$ cat config.mk
export PLATFORM = sky130hd
export DESIGN_NAME = grid_dda_wall_column_top
export DESIGN_NICKNAME = d
export VERILOG_FILES = /design/src/design/gdw_pkg.sv /design/src/design/grid_dda_wall_column_top.sv /design/src/design/gdw_divider.sv
export SDC_FILE = /design/constraint.sdc
export NUM_CORES = 2
export LEC_CHECK = 0
export BUFFER_PORTS_ARGS = -buffer_cell sky130_fd_sc_hd__clkbuf_2
export CORE_MARGIN = 5
export CORE_UTILIZATION = 54
export CTS_CLUSTER_DIAMETER = 60
export DETAILED_ROUTE_END_ITERATION = 10
export PLACE_DENSITY = 0.82
export RECOVER_POWER = 25
export SYNTH_ARGS = -nofsm -noshare
export SYNTH_HDL_FRONTEND = slang
export SYNTH_SLANG_ARGS = --single-unit
$ cat constraint.sdc
create_clock -name i_clk -period 10.3 [get_ports i_clk]
set_input_delay 0 -clock i_clk [delete_from_list [all_inputs] [get_ports i_clk]]
set_output_delay 0 -clock i_clk [all_outputs]
set_load 0.005 [all_outputs]
$ cat src/design/gdw_pkg.sv
// Shared types and constants for the grid DDA wall column caster.
// No dependencies.
package gdw_pkg;

    typedef enum logic [3:0] {
        ST_IDLE,
        ST_RAYX,
        ST_RAYY,
        ST_CAMX,
        ST_DIVY,
        ST_SIDEX,
        ST_SIDEY,
        ST_WALK,
        ST_DIST,
        ST_DIVH,
        ST_SPAN,
        ST_OUT
    } t_state;

    localparam logic [2:0] REG_CAM_X   = 3'd0;
    localparam logic [2:0] REG_CAM_Y   = 3'd1;
    localparam logic [2:0] REG_DIR_X   = 3'd2;
    localparam logic [2:0] REG_DIR_Y   = 3'd3;
    localparam logic [2:0] REG_PLANE_X = 3'd4;
    localparam logic [2:0] REG_PLANE_Y = 3'd5;
    localparam logic [2:0] REG_WALLS   = 3'd6;

    localparam int DIST_W = 36;

    // Control between sequencer and divider.
    typedef struct packed {
        logic start;
        logic busy;
        logic done;
    } t_div_ctl;

endpackage

$ cat src/design/grid_dda_wall_column_top.sv
// Grid DDA ray caster for one screen column per transfer.
// One column is in flight at a time: after the input transfer the sequencer
// runs up to three passes of the shared divider (delta x, delta y, wall
// height, skipped when the wall distance is zero) and a walk of 1..18 DDA
// steps, then holds the result until the output transfer.
// Synchronous active-low reset restores the default camera and room map.
module grid_dda_wall_column_top
    import gdw_pkg::*;
#(
    parameter int SCREEN_COLUMNS = 320,
    parameter int SCREEN_ROWS    = 200,
    parameter int GRID_SIDE      = 8,
    parameter int FRAC_BITS      = 16
) (
    input  logic        i_clk,
    input  logic        i_rst_n,
    input  logic        i_cfg_we,
    input  logic [2:0]  i_cfg_index,
    input  logic [63:0] i_cfg_data,
    input  logic        i_valid,
    output logic        o_stall,
    input  logic [8:0]  i_column,
    output logic        o_valid,
    input  logic        i_stall,
    output logic [8:0]  o_column_echo,
    output logic [7:0]  o_span_top,
    output logic [7:0]  o_span_bottom,
    output logic        o_hit_side,
    output logic [2:0]  o_hit_cell_x,
    output logic [2:0]  o_hit_cell_y
);
    localparam int F  = FRAC_BITS;
    localparam int DW = 2 * F + 16;       // divider width
    localparam int RW = 2 + F + 24;       // ray width, wide enough for product
    localparam int MW = 8;                // map coordinate, signed
    localparam int SW = DIST_W + 6;       // side distance, room for 18 steps
    localparam int CX_W = F + 11;         // camera coordinate, signed
    localparam int PW = 18 + CX_W;        // plane * camx product
    localparam logic [DIST_W-1:0] DSAT = {DIST_W{1'b1}};
    localparam logic [DW-1:0] ROWS_Q = DW'(SCREEN_ROWS) << F;
    localparam int HALF = SCREEN_ROWS / 2;
    localparam int MAXN = 2 * GRID_SIDE + 2;
    // camx quotient by reciprocal multiplication, exact for a 9-bit column
    localparam int CN_W = F + 10;
    localparam int CLOG_C = $clog2(SCREEN_COLUMNS);
    localparam int RK = CN_W + CLOG_C;
    localparam longint unsigned RECIP = ((64'd1 << RK) + 64'(SCREEN_COLUMNS) - 64'd1)
                                        / 64'(SCREEN_COLUMNS);
    localparam int RECIP_W = CN_W + 2;
    localparam int CP_W = RECIP_W + 9;

    // configuration
    logic [18:0] r_cam_x, r_cam_y;
    logic signed [17:0] r_dir_x, r_dir_y, r_pl_x, r_pl_y;
    logic [63:0] r_walls;

    always_ff @(posedge i_clk) begin
        if (!i_rst_n) begin
            r_cam_x <= 19'd131072;
            r_cam_y <= 19'd131072;
            r_dir_x <= -18'sd65536;
            r_dir_y <= 18'sd0;
            r_pl_x  <= 18'sd0;
            r_pl_y  <= 18'sd43254;
            r_walls <= 64'd133430317343;
        end else if (i_cfg_we) begin
            case (i_cfg_index)
                REG_CAM_X:   r_cam_x <= i_cfg_data[18:0];
                REG_CAM_Y:   r_cam_y <= i_cfg_data[18:0];
                REG_DIR_X:   r_dir_x <= i_cfg_data[17:0];
                REG_DIR_Y:   r_dir_y <= i_cfg_data[17:0];
                REG_PLANE_X: r_pl_x  <= i_cfg_data[17:0];
                REG_PLANE_Y: r_pl_y  <= i_cfg_data[17:0];
                REG_WALLS:   r_walls <= i_cfg_data;
                default: ;
            endcase
        end
    end

    t_state r_state, n_state;
    logic [8:0] r_col;
    logic signed [CX_W-1:0] r_camx;
    logic signed [RW-1:0] r_rx, r_ry;
    logic [DIST_W-1:0] r_dx, r_dy;
    logic [SW-1:0] r_sdx, r_sdy;
    logic signed [MW-1:0] r_mx, r_my;
    logic r_side, r_hit;
    logic [4:0] r_n;
    logic [DW-1:0] r_height;
    logic [7:0] r_top, r_bot;

    // divider
    logic w_dstart;
    logic [DW-1:0] w_dnum, w_dden, w_quot;
    t_div_ctl w_dctl;

    gdw_divider #(.W(DW)) u_div (
        .i_clk(i_clk), .i_rst_n(i_rst_n), .i_start(w_dstart),
        .i_num(w_dnum), .i_den(w_dden), .o_ctl(w_dctl), .o_quot(w_quot)
    );

    // camera coordinate: floor((2*column << F) / SCREEN_COLUMNS) - 1.0
    logic [CP_W-1:0] w_cprod;
    logic signed [CX_W-1:0] w_camx;
    assign w_cprod = CP_W'(r_col) * CP_W'(RECIP);
    assign w_camx = CX_W'(w_cprod >> (RK - F - 1)) - (CX_W'(1) << F);

    // shared multiplier: plane * camx
    logic signed [17:0] w_pl;
    logic signed [PW-1:0] w_prod;
    logic signed [RW-1:0] w_ray;
    logic signed [17:0] w_dir;
    assign w_pl  = (r_state == ST_RAYX) ? r_pl_x : r_pl_y;
    assign w_dir = (r_state == ST_RAYX) ? r_dir_x : r_dir_y;
    assign w_prod = PW'(w_pl) * PW'(r_camx);
    // arithmetic shift floors
    assign w_ray = RW'(w_dir) + RW'(w_prod >>> F);

    logic [RW-1:0] w_mag;
    logic signed [RW-1:0] w_cur_ray;
    assign w_cur_ray = (r_state == ST_RAYY) ? r_rx : r_ry;
    assign w_mag = w_cur_ray[RW-1] ? RW'(-w_cur_ray) : RW'(w_cur_ray);

    // side init multiplier
    logic [F:0] w_frac;
    logic [18:0] w_pos;
    logic w_rneg;
    logic [DIST_W-1:0] w_del;
    logic [DIST_W+F:0] w_sprod;
    assign w_pos  = (r_state == ST_SIDEX) ? r_cam_x : r_cam_y;
    assign w_rneg = (r_state == ST_SIDEX) ? r_rx[RW-1] : r_ry[RW-1];
    assign w_del  = (r_state == ST_SIDEX) ? r_dx : r_dy;
    assign w_frac = w_rneg ? (F+1)'(w_pos[F-1:0]) : ((F+1)'(1) << F) - (F+1)'(w_pos[F-1:0]);
    assign w_sprod = (DIST_W+F+1)'(w_frac) * (DIST_W+F+1)'(w_del);

    // DDA step
    logic w_stepx;
    logic signed [MW-1:0] w_nmx, w_nmy;
    logic w_out, w_wall, w_hitn;
    logic [5:0] w_bidx;
    assign w_stepx = r_sdx < r_sdy;
    assign w_nmx = w_stepx ? (r_rx[RW-1] ? r_mx - 1'b1 : r_mx + 1'b1) : r_mx;
    assign w_nmy = w_stepx ? r_my : (r_ry[RW-1] ? r_my - 1'b1 : r_my + 1'b1);
    assign w_out = w_nmx < 0 || w_nmy < 0 || w_nmx >= MW'(GRID_SIDE)
                   || w_nmy >= MW'(GRID_SIDE);
    assign w_bidx = {w_nmy[2:0], w_nmx[2:0]};
    assign w_wall = r_walls[w_bidx];
    assign w_hitn = w_out || w_wall;

    logic [SW-1:0] w_dist;
    assign w_dist = r_side ? r_sdy - SW'(r_dy) : r_sdx - SW'(r_dx);

    logic r_dy_phase;

    // next state
    always_comb begin
        n_state = r_state;
        case (r_state)
            ST_IDLE:  if (i_valid) n_state = ST_CAMX;
            ST_CAMX:  n_state = ST_RAYX;
            ST_RAYX:  n_state = ST_RAYY;
            ST_RAYY:  n_state = ST_DIVY;
            ST_DIVY:  if (w_dctl.done && r_dy_phase) n_state = ST_SIDEX;
            ST_SIDEX: n_state = ST_SIDEY;
            ST_SIDEY: n_state = ST_WALK;
            ST_WALK:  if (r_hit || r_n == 5'(MAXN)) n_state = ST_DIST;
            ST_DIST:  n_state = (w_dist != '0) ? ST_DIVH : ST_OUT;
            ST_DIVH:  if (w_dctl.done) n_state = ST_SPAN;
            ST_SPAN:  n_state = ST_OUT;
            ST_OUT:   if (!i_stall) n_state = ST_IDLE;
            default:  n_state = ST_IDLE;
        endcase
    end

    // divider request and operands
    always_comb begin
        w_dstart = 1'b0;
        w_dnum = '0;
        w_dden = DW'(1);
        case (r_state)
            ST_RAYY: begin
                // delta x
                w_dstart = 1'b1;
                w_dnum = DW'(1) << (2 * F);
                w_dden = DW'(w_mag == '0 ? RW'(1) : w_mag);
            end
            ST_DIVY: begin
                // delta y right after delta x
                w_dstart = w_dctl.done && !r_dy_phase;
                w_dnum = DW'(1) << (2 * F);
                w_dden = DW'(w_mag == '0 ? RW'(1) : w_mag);
            end
            ST_DIST: begin
                w_dstart = (w_dist != '0);
                w_dnum = ROWS_Q;
                w_dden = DW'(w_dist);
            end
            default: ;
        endcase
    end

    logic [DW-1:0] w_dsat;
    assign w_dsat = (w_quot > DW'(DSAT)) ? DW'(DSAT) : w_quot;

    always_ff @(posedge i_clk) begin
        if (!i_rst_n) begin
            r_state <= ST_IDLE;
            r_dy_phase <= 1'b0;
        end else begin
            r_state <= n_state;
            if (r_state == ST_RAYY) r_dy_phase <= 1'b0;
            if (r_state == ST_DIVY && w_dctl.done) r_dy_phase <= ~r_dy_phase;
        end
    end

    always_ff @(posedge i_clk) begin
        case (r_state)
            ST_IDLE: if (i_valid) r_col <= i_column;
            ST_CAMX: r_camx <= w_camx;
            ST_RAYX: r_rx <= w_ray;
            ST_RAYY: r_ry <= w_ray;
            ST_SIDEX: r_sdx <= SW'(w_sprod >> F);
            ST_SIDEY: begin
                r_sdy  <= SW'(w_sprod >> F);
                r_mx   <= MW'(r_cam_x[18:F]);
                r_my   <= MW'(r_cam_y[18:F]);
                r_n    <= '0;
                r_hit  <= 1'b0;
                r_side <= 1'b0;
            end
            ST_WALK: if (!r_hit && r_n != 5'(MAXN)) begin
                r_n <= r_n + 1'b1;
                r_mx <= w_nmx;
                r_my <= w_nmy;
                r_hit <= w_hitn;
                r_side <= !w_stepx;
                if (w_stepx) r_sdx <= r_sdx + SW'(r_dx);
                else         r_sdy <= r_sdy + SW'(r_dy);
            end
            ST_DIST: if (w_dist == '0) begin
                r_top <= 8'd0;
                r_bot <= 8'(SCREEN_ROWS - 1);
            end
            ST_DIVH: if (w_dctl.done) r_height <= w_quot;
            ST_SPAN: begin
                r_top <= (r_height[DW-1:1] >= DW'(HALF)) ? 8'd0
                         : 8'(DW'(HALF) - (r_height >> 1));
                r_bot <= ((r_height >> 1) + DW'(HALF) >= DW'(SCREEN_ROWS))
                         ? 8'(SCREEN_ROWS - 1) : 8'((r_height >> 1) + DW'(HALF));
            end
            default: ;
        endcase
        // deltas from the shared division
        if (r_state == ST_DIVY && w_dctl.done) begin
            if (!r_dy_phase) r_dx <= (r_rx == '0) ? DSAT : DIST_W'(w_dsat);
            else             r_dy <= (r_ry == '0) ? DSAT : DIST_W'(w_dsat);
        end
    end

    assign o_stall = (r_state != ST_IDLE);
    assign o_valid = (r_state == ST_OUT);
    assign o_column_echo = r_col;
    assign o_span_top = r_top;
    assign o_span_bottom = r_bot;
    assign o_hit_side = r_side;
    assign o_hit_cell_x = r_mx < 0 ? 3'd0 : (r_mx > MW'(GRID_SIDE - 1)
                          ? 3'(GRID_SIDE - 1) : r_mx[2:0]);
    assign o_hit_cell_y = r_my < 0 ? 3'd0 : (r_my > MW'(GRID_SIDE - 1)
                          ? 3'(GRID_SIDE - 1) : r_my[2:0]);

`ifndef ASSERT_OFF
    a_out_only: assert property (@(posedge i_clk) disable iff (!i_rst_n)
        o_valid |-> o_stall) else $error("output while accepting");
    a_hold: assert property (@(posedge i_clk) disable iff (!i_rst_n)
        (o_valid && i_stall) |=> o_valid) else $error("result dropped");
    a_walk_bound: assert property (@(posedge i_clk) disable iff (!i_rst_n)
        r_state == ST_WALK |-> r_n <= 5'(MAXN)) else $error("walk overrun");
`endif

endmodule

$ cat src/design/gdw_divider.sv
// Restoring radix-2 divider, one quotient bit per cycle.
// Uses gdw_pkg for the control struct.
module gdw_divider
    import gdw_pkg::*;
#(
    parameter int W = 48
) (
    input  logic         i_clk,
    input  logic         i_rst_n,
    input  logic         i_start,
    input  logic [W-1:0] i_num,
    input  logic [W-1:0] i_den,
    output t_div_ctl     o_ctl,
    output logic [W-1:0] o_quot
);
    localparam int CW = $clog2(W + 1);

    logic [CW-1:0] r_cnt;
    logic          r_busy;
    logic          r_done;
    logic [W-1:0]  r_q;
    logic [W:0]    r_rem;
    logic [W-1:0]  r_den;
    logic [W:0]    w_trial;

    assign w_trial = {r_rem[W-1:0], r_q[W-1]};

    always_ff @(posedge i_clk) begin
        if (!i_rst_n) begin
            r_busy <= 1'b0;
            r_done <= 1'b0;
            r_cnt  <= '0;
        end else begin
            r_done <= 1'b0;
            if (i_start) begin
                r_busy <= 1'b1;
                r_cnt  <= CW'(W);
            end else if (r_busy) begin
                r_cnt <= r_cnt - 1'b1;
                if (r_cnt == CW'(1)) begin
                    r_busy <= 1'b0;
                    r_done <= 1'b1;
                end
            end
        end
    end

    always_ff @(posedge i_clk) begin
        if (i_start) begin
            r_q   <= i_num;
            r_rem <= '0;
            r_den <= i_den;
        end else if (r_busy) begin
            // shift in next dividend bit, subtract where it fits
            if (w_trial >= {1'b0, r_den}) begin
                r_rem <= w_trial - {1'b0, r_den};
                r_q   <= {r_q[W-2:0], 1'b1};
            end else begin
                r_rem <= w_trial;
                r_q   <= {r_q[W-2:0], 1'b0};
            end
        end
    end

    assign o_ctl  = '{start: i_start, busy: r_busy, done: r_done};
    assign o_quot = r_q;

`ifndef ASSERT_OFF
    a_done_once: assert property (@(posedge i_clk) disable iff (!i_rst_n)
        r_done |=> !r_done) else $error("divider done held");
    a_done_end: assert property (@(posedge i_clk) disable iff (!i_rst_n)
        r_done |-> !r_busy) else $error("divider done while busy");
    a_start_busy: assert property (@(posedge i_clk) disable iff (!i_rst_n)
        i_start |=> r_busy) else $error("divider did not start");
`endif

endmodule
==> run metrics <==
endpoints failing setup=0; Final TNS setup=0 ps; CTS root buffer=clkbuf_16; RSZ-0062 raised after global routing=no; worst hold stages=6; R2R Path Start=r_state[3]$_SDFFE_PN0P_; die height=381 um; Crit path max-delay family=adder cells; Slew Viols, Final=roughly 240; Routed Antenna Nets=0; crit path buf inv count=8; Tightest Pin Transition=4100 ps; largest stage delay on the critical path=about 670 ps; Port Buffers=between 100 and 150; critical path fanouts, max=7; post-route minimum period=just under 10000 ps; Yosys top cell area share=around a quarter; die area=between 100000 and 150000 um^2; Clk pin slew, worst setup/hold paths=around 60 ps; CP Class=register to register; M2 GR Usage=between 40% and 50%; CP Capture Type=register; CP max stage cell=xnor2_1; Vias=62000; failing checks=capacitance limit, slew limit; slew margin rel.=-173%; hold crit path type=input port to register; starting density of the core=a little over half; Post-Syn Area=between 70000 and 80000 um^2; placed instance area=just under 80000 um^2; most used cell, CP=fa_1; synth top area cells=fa_1 (24%), edfxtp_1 (16%), ha_1 (9.0%), inv_1 (7.0%), dfxtp_1 (6.3%); DRT Pass-1 Iters=6; GR Util met3=about 7.4%; crit path DAT=around 10000 ps; hold path start=i_cfg_we; Post-Route WL=roughly 220 mm; GRT Total Usage=between 30% and 40%; post-detailed-route via-to-cell ratio=about 6.0; asr flop ratio synth=0%; status=complete, but fails checks; vias in the first global route=63500; synthesis-stage register bit count=~640; worst skew pair latency=a little over 700 ps; Post-Route Skew=around 36 ps; first-pass GRT wire length=between 300 and 400 mm; nets=around 10000; initial antenna violation count=6; cell area after layout=80800 um^2; H-Tree Level Count=3; core area=about 140000 um^2; clk sink count=around 640; share of post-route cells with drive strength above 1=around 7%; Post-synth EDFFs=roughly 400; DRC Markers=0; TritonCTS clock tree=yes; Distinct cells, synth=92; Final HPWL DP=176 mm; Area growth, synth to finish=8.72%; IO Count=around 120; R2R setup slack=480 ps; Startpoint Class=register; CTS Buffer Depth=3; largest net degree at the start of global routing=about 120; r2r endpoint=r_sdy[34]$_DFFE_PP_; area leader, netlist=fa_1; sequential share of the synthesized area=22.7%; M1 GR Usage=roughly 39%; CTS Buf Count=77; wire per inst=between 20 and 25 um; syn_nets=about 10000; mean post-synth cell area=around 8.8 um^2; post-synthesis instance total=8459; width of the die=approximately 380 um; Hold Fails Final Rpt=0; required time worst endpoint=about 11000 ps; Worst Hold End=r_cam_y[3]$_SDFFE_PN0P_; DRT iter0 DRCs=roughly 6200; Primary FF master, synth=edfxtp_1; Final Wtd Congestion=approximately 1.0; yosys warns=0; reg2reg path depth=34; fmax=0.102 GHz; Max-cap violations=3; part of the cycle the worst path needs=approximately 95%; global route overflow=0; Core Rows=between 100 and 150; GR peak layer=met2
[cell families (layout without fill, tap and decap cells)]
logic type,after synthesis,after routing,share of synthesized area (%)
AOI/OAI and AO/OA,1432,1432,12.9
xor gates and xnor gates,332,332,3.91
adders and majority gates,1425,1425,33.0
buffers and inverters,1761,1904,9.01
DFF,639,639,22.7
muxes,108,108,1.52
other,1,2,0.00505
and+or+nand+nor,2761,2762,17.0
[state kept, by name, summed over array words and instances, names as in the netlist, 36 cells and up]
signal,count
r_dx,36
r_dy,36
r_height,47
r_sdx,42
r_sdy,42
r_walls,64
u_div.o_quot,48
u_div.r_den,42
u_div.r_rem,48
[layout by cell type (no fill, tap or decap), types with 156 or more instances in the layout]
| cell | Yosys | routed |
|---|---|---|
| inv_1 | 1392 | 1391 |
| nand2_1 | 1245 | 1243 |
| fa_1 | 888 | 888 |
| ha_1 | 537 | 536 |
| nor2_1 | 524 | 518 |
| edfxtp_1 | 404 | 404 |
| a21oi_1 | 390 | 385 |
| and2_1 | 273 | 273 |
| dfxtp_1 | 235 | 232 |
| xnor2_1 | 231 | 227 |
| o21ai_0 | 227 | 224 |
| a21boi_0 | 158 | 158 |
| buf_4 | 7 | 156 |
[worst min-delay path, stage by stage]
cell      delay (ps)
clkbuf_2         130
nand2b_1         140
nor2_1            60
buf_4            200
nand2_1           90
a21boi_0          70
[worst max path at each step]
stage                       startpoint  cells past startpoint                  end  slack (ps)
2_1_floorplan  r_state[2]$_SDFFE_PN0P_                     37  r_sdx[36]$_DFFE_PP_         470
3_3_place_gp   r_state[0]$_SDFFE_PN0P_                     37   r_rx[20]$_DFFE_PP_         440
3_5_place_dp   r_state[0]$_SDFFE_PN0P_                     35  r_sdx[36]$_DFFE_PP_         110
4_1_cts        r_state[0]$_SDFFE_PN0P_                     35  r_sdx[36]$_DFFE_PP_         100
5_1_grt        r_state[3]$_SDFFE_PN0P_                     35  r_sdx[36]$_DFFE_PP_          10
6_report       r_state[3]$_SDFFE_PN0P_                     34  r_sdy[34]$_DFFE_PP_         480
[per-stage QoR]
| stage | hold slack [ps] | cells | utilization, % | setup slack, ps |
|---|---|---|---|---|
| 5_1_grt | 74.9 | 10400 | 58.9 | 14.8 |
| 3_5_place_dp | 179 | 10200 | 56.2 | 114 |
| 2_1_floorplan | 98.9 | 8459 | - | 468 |
| 4_1_cts | 4.17 | 10400 | 58.8 | 96.4 |
| 3_3_place_gp | 179 | 10200 | 56.2 | 443 |
| 6_report | 58.3 | 10400 | 58.9 | 477 |
[area by class of cell]
class	count	area, um^2
Tap cell	1794	2240
Clock buffer	102	2170
Fill cell	11600	56400
Clock inverter	42	483
Timing Repair Buffer	364	2640
Multi-Input combinational cell	6060	51100
Inverter	1396	5240
Antenna cell	1	2.50
Sequential cell	639	16800
[per-layer routing]
layer / routed length (um) / part of all wire (%)
met4: 13800 / 6.2
met5: 40 / 0.018
met1: 85700 / 38
met2: 101000 / 45
met3: 23200 / 10
[cells in the mapped netlist (34+ instances only)]
master and n:
nor4_1 49, o21ai_0 227, inv_1 1392, mux2_2 40
nand2_1 1245, o21bai_1 52, ha_1 537, xnor2_1 231
nor2_1 524, o21a_1 45, nor3_1 135, a21o_1 128
nand4_1 58, mux2i_1 68, nand2b_1 52, or2_2 96
and3_1 46, and2_1 273, o211ai_1 43, clkbuf_1 296
xor2_1 101, nor2b_1 45, or3_1 44, dfxtp_1 235
buf_1 34, a21boi_0 158, fa_1 888, nand3_1 126
a21oi_1 390, a31oi_1 45, edfxtp_1 404
[repair_timing]
action,4_1_cts,5_1_grt
endpoints found under the setup margin,0,38
gates resized for setup,0,33
hold buffers,89,0
hold endpoints to repair,203,0
buffers inserted,0,7
Power is not shown: default switching activity piles up to over one toggle a cycle in this logic, so the estimate is an artifact.
